<file path="config.mk">
export PLATFORM = sky130hd
export DESIGN_NAME = sigmoid_neuron_dot_product_unit
export DESIGN_NICKNAME = d
export VERILOG_FILES = /design/src/hdl/sndp_pkg.sv /design/src/hdl/sndp_ctrl.sv /design/src/hdl/sndp_datapath.sv /design/src/hdl/sigmoid_neuron_dot_product_unit.sv
export SDC_FILE = /design/constraint.sdc
export NUM_CORES = 2
export LEC_CHECK = 0
export CAP_MARGIN = 10
export CORE_ASPECT_RATIO = 1.5
export CORE_MARGIN = 3
export CORE_UTILIZATION = 28
export DETAILED_ROUTE_END_ITERATION = 12
export DONT_BUFFER_PORTS = 1
export HOLD_SLACK_MARGIN = 0.05
export SETUP_SLACK_MARGIN = 0.2
export SKIP_CTS_REPAIR_TIMING = 1
export SYNTH_ARGS = -nofsm -noshare
export SYNTH_HDL_FRONTEND = slang
export SYNTH_HIERARCHICAL = 1
export SYNTH_SLANG_ARGS = --single-unit
</file>
<file path="constraint.sdc">
create_clock -name clk -period 9.25 [get_ports clk]
set_input_delay 0 -clock clk [delete_from_list [all_inputs] [get_ports clk]]
set_output_delay 0 -clock clk [all_outputs]
set_load 0.01 [all_outputs]
</file>
<file path="src/hdl/sndp_pkg.sv">
// ----------------------------------------------------------------------------
// sndp_pkg
// Shared types and constants of the sigmoid neuron dot product unit.
// ----------------------------------------------------------------------------
package sndp_pkg;

	// field widths
	localparam int DATA_W        = 16;
	localparam int PROD_W        = 2 * DATA_W;
	localparam int ACC_WIDTH_DEF = 40;
	localparam int NCNT_W        = 9;
	localparam int IDX_W         = 8;
	localparam int Y_W           = 16;
	localparam int D_W           = 15;
	localparam int CFG_IDX_W     = 2;
	localparam int IN_TDATA_W    = 32;
	localparam int OUT_TDATA_W   = 40;

	// register indexes
	localparam logic [CFG_IDX_W-1:0] REG_BIAS   = CFG_IDX_W'(0);
	localparam logic [CFG_IDX_W-1:0] REG_NCOUNT = CFG_IDX_W'(1);

	// register reset values
	localparam logic signed [DATA_W-1:0] BIAS_RESET   = 16'sd4096;
	localparam logic [NCNT_W-1:0]        NCOUNT_RESET = 9'd10;
	localparam logic [NCNT_W-1:0]        NCOUNT_MAX   = 9'd256;

	// sigmoid breakpoints on |sum| with 24 fraction bits
	localparam logic [63:0] SIG_SAT   = 64'd83886080;  // 5.0
	localparam logic [63:0] SIG_KNEE  = 64'd39845888;  // 2.375
	localparam logic [63:0] SIG_ONE   = 64'd16777216;  // 1.0
	localparam int          SH_HI     = 13;
	localparam int          SH_MID    = 11;
	localparam int          SH_LO     = 10;
	localparam logic [16:0] OFS_HI    = 17'd55296;
	localparam logic [16:0] OFS_MID   = 17'd40960;
	localparam logic [16:0] OFS_LO    = 17'd32768;
	localparam logic [16:0] SIG_FULL  = 17'd65536;
	localparam logic [16:0] SIG_TOP   = 17'd65535;

	typedef enum logic [2:0] {
		ST_IDLE,
		ST_MUL,
		ST_ACC,
		ST_SIG,
		ST_DER
	} state_t;

	typedef struct packed {
		logic load_op;
		logic do_mul;
		logic do_acc;
		logic do_sig;
		logic do_out;
	} cmd_t;

endpackage

</file>
<file path="src/hdl/sndp_ctrl.sv">
// ----------------------------------------------------------------------------
// sndp_ctrl
// Sequencer: steps each request through multiply, accumulate and, on the
// last term, sigmoid and derivative, and owns the result valid flag.
// ----------------------------------------------------------------------------
module sndp_ctrl (
	input  logic           clk,
	input  logic           arst_n,
	input  logic           s_valid,
	output logic           s_ready,
	input  logic           s_last,
	output logic           m_valid,
	input  logic           m_ready,
	output sndp_pkg::cmd_t cmd
);

	sndp_pkg::state_t state_q, state_d;
	logic             last_q;
	logic             out_valid_q;
	logic             out_free;

	assign out_free = !out_valid_q || m_ready;
	assign m_valid  = out_valid_q;

	always_ff @(posedge clk or negedge arst_n) begin
		if (!arst_n) begin
			state_q     <= sndp_pkg::ST_IDLE;
			last_q      <= 1'b0;
			out_valid_q <= 1'b0;
		end else begin
			state_q <= state_d;
			if (cmd.load_op) begin
				last_q <= s_last;
			end
			if (cmd.do_out) begin
				out_valid_q <= 1'b1;
			end else if (m_ready) begin
				out_valid_q <= 1'b0;
			end
		end
	end

	always_comb begin
		state_d = state_q;
		cmd     = '0;
		s_ready = 1'b0;
		unique case (state_q)
			sndp_pkg::ST_IDLE: begin
				s_ready = 1'b1;
				if (s_valid) begin
					cmd.load_op = 1'b1;
					state_d     = sndp_pkg::ST_MUL;
				end
			end
			sndp_pkg::ST_MUL: begin
				cmd.do_mul = 1'b1;
				state_d    = sndp_pkg::ST_ACC;
			end
			sndp_pkg::ST_ACC: begin
				cmd.do_acc = 1'b1;
				state_d    = last_q ? sndp_pkg::ST_SIG : sndp_pkg::ST_IDLE;
			end
			sndp_pkg::ST_SIG: begin
				cmd.do_sig = 1'b1;
				state_d    = sndp_pkg::ST_DER;
			end
			sndp_pkg::ST_DER: begin
				// wait until the output register can take the result
				if (out_free) begin
					cmd.do_out = 1'b1;
					state_d    = sndp_pkg::ST_IDLE;
				end
			end
			default: begin
				state_d = sndp_pkg::ST_IDLE;
			end
		endcase
	end

	a_no_overwrite: assert property (@(posedge clk) disable iff (!arst_n)
		!(cmd.do_out && out_valid_q && !m_ready))
		else $error("pending result overwritten");

	a_out_sets_valid: assert property (@(posedge clk) disable iff (!arst_n)
		cmd.do_out |=> out_valid_q)
		else $error("result not presented after load");

	a_term_sequence: assert property (@(posedge clk) disable iff (!arst_n)
		cmd.load_op |=> cmd.do_mul ##1 cmd.do_acc)
		else $error("term did not pass multiply then accumulate");

	a_sig_only_last: assert property (@(posedge clk) disable iff (!arst_n)
		cmd.do_sig |-> last_q)
		else $error("sigmoid started on a term that is not last");

endmodule

</file>
<file path="src/hdl/sndp_datapath.sv">
// ----------------------------------------------------------------------------
// sndp_datapath
// Configuration registers, multiplier, saturating accumulator, piecewise
// linear sigmoid, derivative multiplier, neuron counter and result register.
// ----------------------------------------------------------------------------
module sndp_datapath #(
	parameter int ACC_WIDTH = sndp_pkg::ACC_WIDTH_DEF
) (
	input  logic                                 clk,
	input  logic                                 arst_n,
	input  sndp_pkg::cmd_t                       cmd,
	input  logic                                 cfg_we,
	input  logic [sndp_pkg::CFG_IDX_W-1:0]       cfg_index,
	input  logic [sndp_pkg::DATA_W-1:0]          cfg_data,
	input  logic signed [sndp_pkg::DATA_W-1:0]   weight,
	input  logic signed [sndp_pkg::DATA_W-1:0]   activation,
	input  logic                                 use_bias,
	output logic [sndp_pkg::IDX_W-1:0]           neuron_index,
	output logic [sndp_pkg::Y_W-1:0]             activation_out,
	output logic [sndp_pkg::D_W-1:0]             derivative,
	output logic                                 layer_done
);

	localparam int SUM_W = ((ACC_WIDTH > sndp_pkg::PROD_W) ? ACC_WIDTH : sndp_pkg::PROD_W) + 1;

	logic signed [sndp_pkg::DATA_W-1:0] bias_q;
	logic [sndp_pkg::NCNT_W-1:0]        ncount_q;
	logic signed [sndp_pkg::DATA_W-1:0] weight_q;
	logic signed [sndp_pkg::DATA_W-1:0] mult_q;
	logic signed [sndp_pkg::PROD_W-1:0] prod_q;
	logic signed [ACC_WIDTH-1:0]        acc_q;
	logic [sndp_pkg::IDX_W-1:0]         neuron_q;
	logic [sndp_pkg::Y_W-1:0]           y_q;
	logic [sndp_pkg::IDX_W-1:0]         out_index_q;
	logic [sndp_pkg::Y_W-1:0]           out_y_q;
	logic [sndp_pkg::D_W-1:0]           out_d_q;
	logic                               out_done_q;

	logic [SUM_W-1:0]                   sum;
	logic                               sum_fits;
	logic [ACC_WIDTH-1:0]               acc_next;
	logic                               neg;
	logic [ACC_WIDTH-1:0]               mag;
	logic [63:0]                        mag64;
	logic [16:0]                        y_pos;
	logic [16:0]                        y_signed;
	logic [sndp_pkg::Y_W-1:0]           y_sat;
	logic [32:0]                        dprod;
	logic [sndp_pkg::NCNT_W-1:0]        nxt;
	logic [sndp_pkg::NCNT_W-1:0]        cnt_eff;
	logic                               done;

	// saturating accumulate, exact in one extra bit
	always_comb begin
		sum = {{(SUM_W - ACC_WIDTH){acc_q[ACC_WIDTH-1]}}, acc_q}
			+ {{(SUM_W - sndp_pkg::PROD_W){prod_q[sndp_pkg::PROD_W-1]}}, prod_q};
		sum_fits = (&sum[SUM_W-1:ACC_WIDTH-1]) || !(|sum[SUM_W-1:ACC_WIDTH-1]);
		if (sum_fits) begin
			acc_next = sum[ACC_WIDTH-1:0];
		end else if (sum[SUM_W-1]) begin
			acc_next = {1'b1, {(ACC_WIDTH - 1){1'b0}}};
		end else begin
			acc_next = {1'b0, {(ACC_WIDTH - 1){1'b1}}};
		end
	end

	// piecewise linear sigmoid on |sum|, mirrored for negative sums
	always_comb begin
		neg   = acc_q[ACC_WIDTH-1];
		mag   = neg ? (~acc_q + ACC_WIDTH'(1)) : acc_q;
		mag64 = 64'(mag);
		priority if (mag64 >= sndp_pkg::SIG_SAT) begin
			y_pos = sndp_pkg::SIG_FULL;
		end else if (mag64 >= sndp_pkg::SIG_KNEE) begin
			y_pos = 17'(mag64 >> sndp_pkg::SH_HI) + sndp_pkg::OFS_HI;
		end else if (mag64 >= sndp_pkg::SIG_ONE) begin
			y_pos = 17'(mag64 >> sndp_pkg::SH_MID) + sndp_pkg::OFS_MID;
		end else begin
			y_pos = 17'(mag64 >> sndp_pkg::SH_LO) + sndp_pkg::OFS_LO;
		end
		y_signed = neg ? (sndp_pkg::SIG_FULL - y_pos) : y_pos;
		y_sat    = (y_signed > sndp_pkg::SIG_TOP) ? sndp_pkg::Y_W'(sndp_pkg::SIG_TOP)
			: y_signed[sndp_pkg::Y_W-1:0];
	end

	// out * (1 - out), keep bits above the 16 fraction bits
	assign dprod = 33'(y_q) * 33'(sndp_pkg::SIG_FULL - 17'(y_q));

	always_comb begin
		nxt     = sndp_pkg::NCNT_W'(neuron_q) + sndp_pkg::NCNT_W'(1);
		cnt_eff = (ncount_q == '0 || ncount_q > sndp_pkg::NCOUNT_MAX)
			? sndp_pkg::NCOUNT_MAX : ncount_q;
		done    = (nxt >= cnt_eff);
	end

	always_ff @(posedge clk or negedge arst_n) begin
		if (!arst_n) begin
			bias_q   <= sndp_pkg::BIAS_RESET;
			ncount_q <= sndp_pkg::NCOUNT_RESET;
			acc_q    <= '0;
			neuron_q <= '0;
		end else begin
			if (cfg_we) begin
				unique case (cfg_index)
					sndp_pkg::REG_BIAS:   bias_q   <= cfg_data;
					sndp_pkg::REG_NCOUNT: ncount_q <= cfg_data[sndp_pkg::NCNT_W-1:0];
					default: begin
					end
				endcase
			end
			if (cmd.do_acc) begin
				acc_q <= acc_next;
			end else if (cmd.do_out) begin
				acc_q    <= '0;
				neuron_q <= done ? '0 : nxt[sndp_pkg::IDX_W-1:0];
			end
		end
	end

	always_ff @(posedge clk) begin
		if (cmd.load_op) begin
			weight_q <= weight;
			mult_q   <= use_bias ? bias_q : activation;
		end
		if (cmd.do_mul) begin
			prod_q <= weight_q * mult_q;
		end
		if (cmd.do_sig) begin
			y_q <= y_sat;
		end
		if (cmd.do_out) begin
			out_index_q <= neuron_q;
			out_y_q     <= y_q;
			out_d_q     <= dprod[16 +: sndp_pkg::D_W];
			out_done_q  <= done;
		end
	end

	assign neuron_index   = out_index_q;
	assign activation_out = out_y_q;
	assign derivative     = out_d_q;
	assign layer_done     = out_done_q;

endmodule

</file>
<file path="src/hdl/sigmoid_neuron_dot_product_unit.sv">
// ----------------------------------------------------------------------------
// sigmoid_neuron_dot_product_unit
// Fully connected layer neuron: saturating multiply-accumulate of Q4.12
// terms, piecewise linear sigmoid in Q0.16 and its derivative per neuron.
// ----------------------------------------------------------------------------
// Each term passes operand capture, one 16x16 multiply and one saturating add
// before the next term can be accepted, and the term marked tlast also passes
// sigmoid and derivative multiply, and waits further only while the previous
// result still waits in the output register. The shared multiply and
// accumulate sequence handles one term at a time. A result leaves
// on the master side with tlast set when that neuron is the last of the
// layer; the neuron index wraps after neuron_count results. Registers:
// index 0 bias_value (signed Q4.12, reset 1.0), index 1 neuron_count
// (0 or above 256 means 256, reset 10); write them while the unit is idle.
module sigmoid_neuron_dot_product_unit #(
	parameter int ACC_WIDTH = sndp_pkg::ACC_WIDTH_DEF
) (
	input  logic                                   clk,
	input  logic                                   arst_n,
	input  logic                                   s_axis_tvalid,
	output logic                                   s_axis_tready,
	// weight [15:0], activation [31:16]
	input  logic [sndp_pkg::IN_TDATA_W-1:0]        s_axis_tdata,
	// use_bias [0]
	input  logic [0:0]                             s_axis_tuser,
	// last_term
	input  logic                                   s_axis_tlast,
	output logic                                   m_axis_tvalid,
	input  logic                                   m_axis_tready,
	// neuron_index [7:0], activation_out [23:8], derivative [38:24], zero [39]
	output logic [sndp_pkg::OUT_TDATA_W-1:0]       m_axis_tdata,
	// layer_done
	output logic                                   m_axis_tlast,
	input  logic                                   cfg_valid,
	output logic                                   cfg_ready,
	input  logic [sndp_pkg::CFG_IDX_W-1:0]         cfg_index,
	input  logic [sndp_pkg::DATA_W-1:0]            cfg_data
);

	sndp_pkg::cmd_t                  cmd;
	logic [sndp_pkg::IDX_W-1:0]      neuron_index;
	logic [sndp_pkg::Y_W-1:0]        activation_out;
	logic [sndp_pkg::D_W-1:0]        derivative;

	assign cfg_ready = 1'b1;

	sndp_ctrl u_ctrl (
		.clk     (clk),
		.arst_n  (arst_n),
		.s_valid (s_axis_tvalid),
		.s_ready (s_axis_tready),
		.s_last  (s_axis_tlast),
		.m_valid (m_axis_tvalid),
		.m_ready (m_axis_tready),
		.cmd     (cmd)
	);

	sndp_datapath #(
		.ACC_WIDTH (ACC_WIDTH)
	) u_datapath (
		.clk            (clk),
		.arst_n         (arst_n),
		.cmd            (cmd),
		.cfg_we         (cfg_valid && cfg_ready),
		.cfg_index      (cfg_index),
		.cfg_data       (cfg_data),
		.weight         (s_axis_tdata[sndp_pkg::DATA_W-1:0]),
		.activation     (s_axis_tdata[2*sndp_pkg::DATA_W-1:sndp_pkg::DATA_W]),
		.use_bias       (s_axis_tuser[0]),
		.neuron_index   (neuron_index),
		.activation_out (activation_out),
		.derivative     (derivative),
		.layer_done     (m_axis_tlast)
	);

	assign m_axis_tdata = {1'b0, derivative, activation_out, neuron_index};

endmodule
</file>
==> metrics <==
worst hold path stage count=2; die width=273.1 um; CTS sink cnt=198; post-synthesis mux area share=0.01746; Post-synth EDFFs=120; IO buf count=0; Routability Congestion=0.8374; crit path time final=8.310 ns; Slew @ Worst Pin=0.9063 ns; Worst Hold Path EP=u_datapath/mult_q[1]; first-pass iteration count of the detailed router=5; first-pass GRT wire length=117,400 um; sequential share of the synthesized area=0.1856; main combinational cell family by area after synthesis=adder cells; antenna violations before repair=1; Root Buffer=clkbuf_16; Layout area overhead=9.652%; Cell Rows=146; crit path max fanout=13; most common cell after layout, fill and taps aside=inv_1; GRT Util Overall=0.1330; largest net degree at the start of global routing=79; Worst-path clk slew=0.09 ns; post-DP HPWL=58,050 um; WL final=71,980 um; Die Y=406.6 um; Max Clock Skew=0.02283 ns; Worst path slowest cell=fa_1; gr ovfl total=0; Max-slew headroom=0.3958; Netlist cell types=98; most frequent cells in the layout=inv_1, fa_1, ha_1; total number of yosys warnings=6; Starting Density=0.2828; DR vias/cell=4.674; Setup-failing EPs final=0; multi-input logic area=0.02169 mm2; layout cells sized above 1=0.05179; Hold Vio Cnt, Final=0; Synth area leader=fa_1; CTS tree=yes; worst r2r dst=u_datapath/derivative[13]; Crit Path Category=flip-flop to flip-flop; Register-to-Register Setup Slack=0.94 ns; outcome=finished, final reports clean; Avg Inst Size Synth=9.845 um2; Setup TNS=0 ns; worst hold path type=input port to flip-flop; core footprint=0.1060 mm2; worst skew pair latency=0.51 ns; Main synth FF type=edfxtp_1; CP peak stage delay=0.54 ns; Max Cap Violations=0; filler cell count in the final layout=11,050; vias in the first global route=22,430; worst path arrival time=8.57 ns; NumNets Final=3,838; asr flop ratio synth=0.3939; Mapped Area=0.02996 mm2; post-synthesis compound-gate area fraction=0.09201; H-tree depth=4; RR Startpoint=u_datapath/y_q[0]; Placed Cells=4,373; PnR worst setup slack=0.9401 ns; wire per inst=16.08 um; Layout Cells excl Fill=4,477; post-synthesis simple-gate area fraction=0.1566; Final Max Slew Viols=0; Reg area=0.005559 mm2; Required @ worst endpoint=9.51 ns; RSZ-0062 raised after global routing=false; Setup crit start kind=flip-flop; Clock Tree Buf Depth=2; Max Fclk=0.1203 GHz; Worst Hold Launch=s_axis_tvalid; CP dominant cell by count=fa_1; CP top delay family=adder cells; # IOs=101; drc violations=0; Buf/Inv on CP=6; Final ANT Viol Nets=0; DIE AREA=0.1110 mm2; Post-Place Setup Slack=0.9095 ns; Synth Register Bits=198; Post-Synth XOR/XNOR Area=0.03537; vias post-DR=20,930; Synth top area share=0.3134; Post-Synth Adder-Cell Area=0.4199; DRT iter0 DRCs=900; Cells after Synth=3,043; top cells by area, synth=fa_1, edfxtp_1, ha_1; final worst-path cycle share=0.8984; critical path capture point type=flip-flop; R2R cell count=29; CTS Buf Count=17
how the worst max path moves through the flow:
| stage | from | endpoint | cells past startpoint |
|---|---|---|---|
| finish | u_datapath/y_q[0] | u_datapath/derivative[13] | 29 |
| global route | u_datapath/y_q[1] | u_datapath/derivative[13] | 29 |
| floorplan | u_datapath/y_q[0] | u_datapath/derivative[13] | 31 |
| detailed placement | u_datapath/y_q[0] | u_datapath/derivative[13] | 29 |
| global placement | u_datapath/y_q[0] | u_datapath/derivative[13] | 28 |
| CTS | u_datapath/y_q[0] | u_datapath/derivative[13] | 29 |
layer usage:
layer / part of all wire / vias up / track usage
li1: - / 9746 / -
met1: 0.39 / 10680 / 0.1454
met2: 0.55 / 401 / 0.2594
met3: 0.032 / 104 / 0.01671
met4: 0.030 / 0 / 0.04835
met5: 0 / - / 0
cell type report:
| type | instances | share of cell area |
|---|---|---|
| clock inverter | 14 | 0.006361 |
| timing repair buffer | 101 | 0.02902 |
| sequential | 198 | 0.1692 |
| antenna | 1 | 0.00007618 |
| clock buffer | 18 | 0.01371 |
| multi-input combinational | 2147 | 0.6604 |
| inverter | 592 | 0.06764 |
| tap | 1406 | 0.05355 |
state kept, by name, summed over array words and instances (netlist names):
register	cells
u_datapath/mult_q	16
u_ctrl/m_valid	1
u_datapath/bias_q	16
u_datapath/neuron_index	8
u_datapath/weight_q	16
u_datapath/ncount_q	9
u_datapath/activation_out	16
u_ctrl/state_q	3
u_ctrl/last_q	1
u_datapath/derivative	15
u_datapath/layer_done	1
u_datapath/neuron_q	8
u_datapath/y_q	16
u_datapath/acc_q	40
u_datapath/prod_q	32
worst reg2reg max path, delay by kind of cell, from the launching register on:
| kind | cells | cell delay (ns) |
|---|---|---|
| DFF | 1 | 0.41 |
| AOI/OAI and AO/OA | 7 | 1.67 |
| adders and majority gates | 9 | 3.82 |
| and+or+nand+nor | 6 | 1.50 |
| buffers and inverters | 6 | 0.52 |
| xor gates and xnor gates | 1 | 0.13 |
through the flow:
stage	hold slack, ns	cell area, um2	utilization
after global placement	-0.2699	31460	0.2969
final	0.09950	32850	0.3101
after detailed placement	-0.2824	31460	0.2969
after floorplan	-0.2956	30000	-
after CTS	-0.8399	32120	0.3032
after global routing	0.09059	32850	0.3101
cell usage after synthesis (5+ instances only):
| cell | number |
|---|---|
| a211oi_1 | 22 |
| a21o_1 | 40 |
| a21oi_1 | 79 |
| a221o_1 | 38 |
| a31oi_1 | 10 |
| and2_1 | 128 |
| and3_1 | 21 |
| buf_4 | 7 |
| buf_6 | 8 |
| clkbuf_1 | 95 |
| dfrtp_1 | 75 |
| edfxtp_1 | 120 |
| fa_1 | 469 |
| ha_1 | 255 |
| inv_1 | 592 |
| mux2_2 | 41 |
| mux2i_1 | 5 |
| nand2_1 | 227 |
| nand2b_1 | 140 |
| nand3_1 | 37 |
| nand3b_1 | 7 |
| nand4_1 | 9 |
| nor2_1 | 90 |
| nor2b_1 | 110 |
| nor3_1 | 36 |
| nor3b_1 | 9 |
| nor4_1 | 11 |
| o211ai_1 | 6 |
| o21a_1 | 11 |
| o21ai_0 | 73 |
| o21bai_1 | 11 |
| o31ai_1 | 14 |
| o41ai_1 | 7 |
| or2_2 | 7 |
| or3_1 | 5 |
| xnor2_1 | 77 |
| xor2_1 | 44 |
cell families (layout without fill, tap and decap cells):
group                    count (synthesis)  after routing
flip-flops                             198            198
AO/OA/AOI/OAI                          374            374
AND/OR/NAND/NOR                        866            866
other                                    4             16
adder cells (fa/ha/maj)                724            724
multiplexers                            47             47
XOR/XNOR                               121            121
buffers and inverters                  709            725
Power is left out: the tool's default activity adds up to more than one toggle a clock period on the data nets, which glitch-free logic cannot reach.
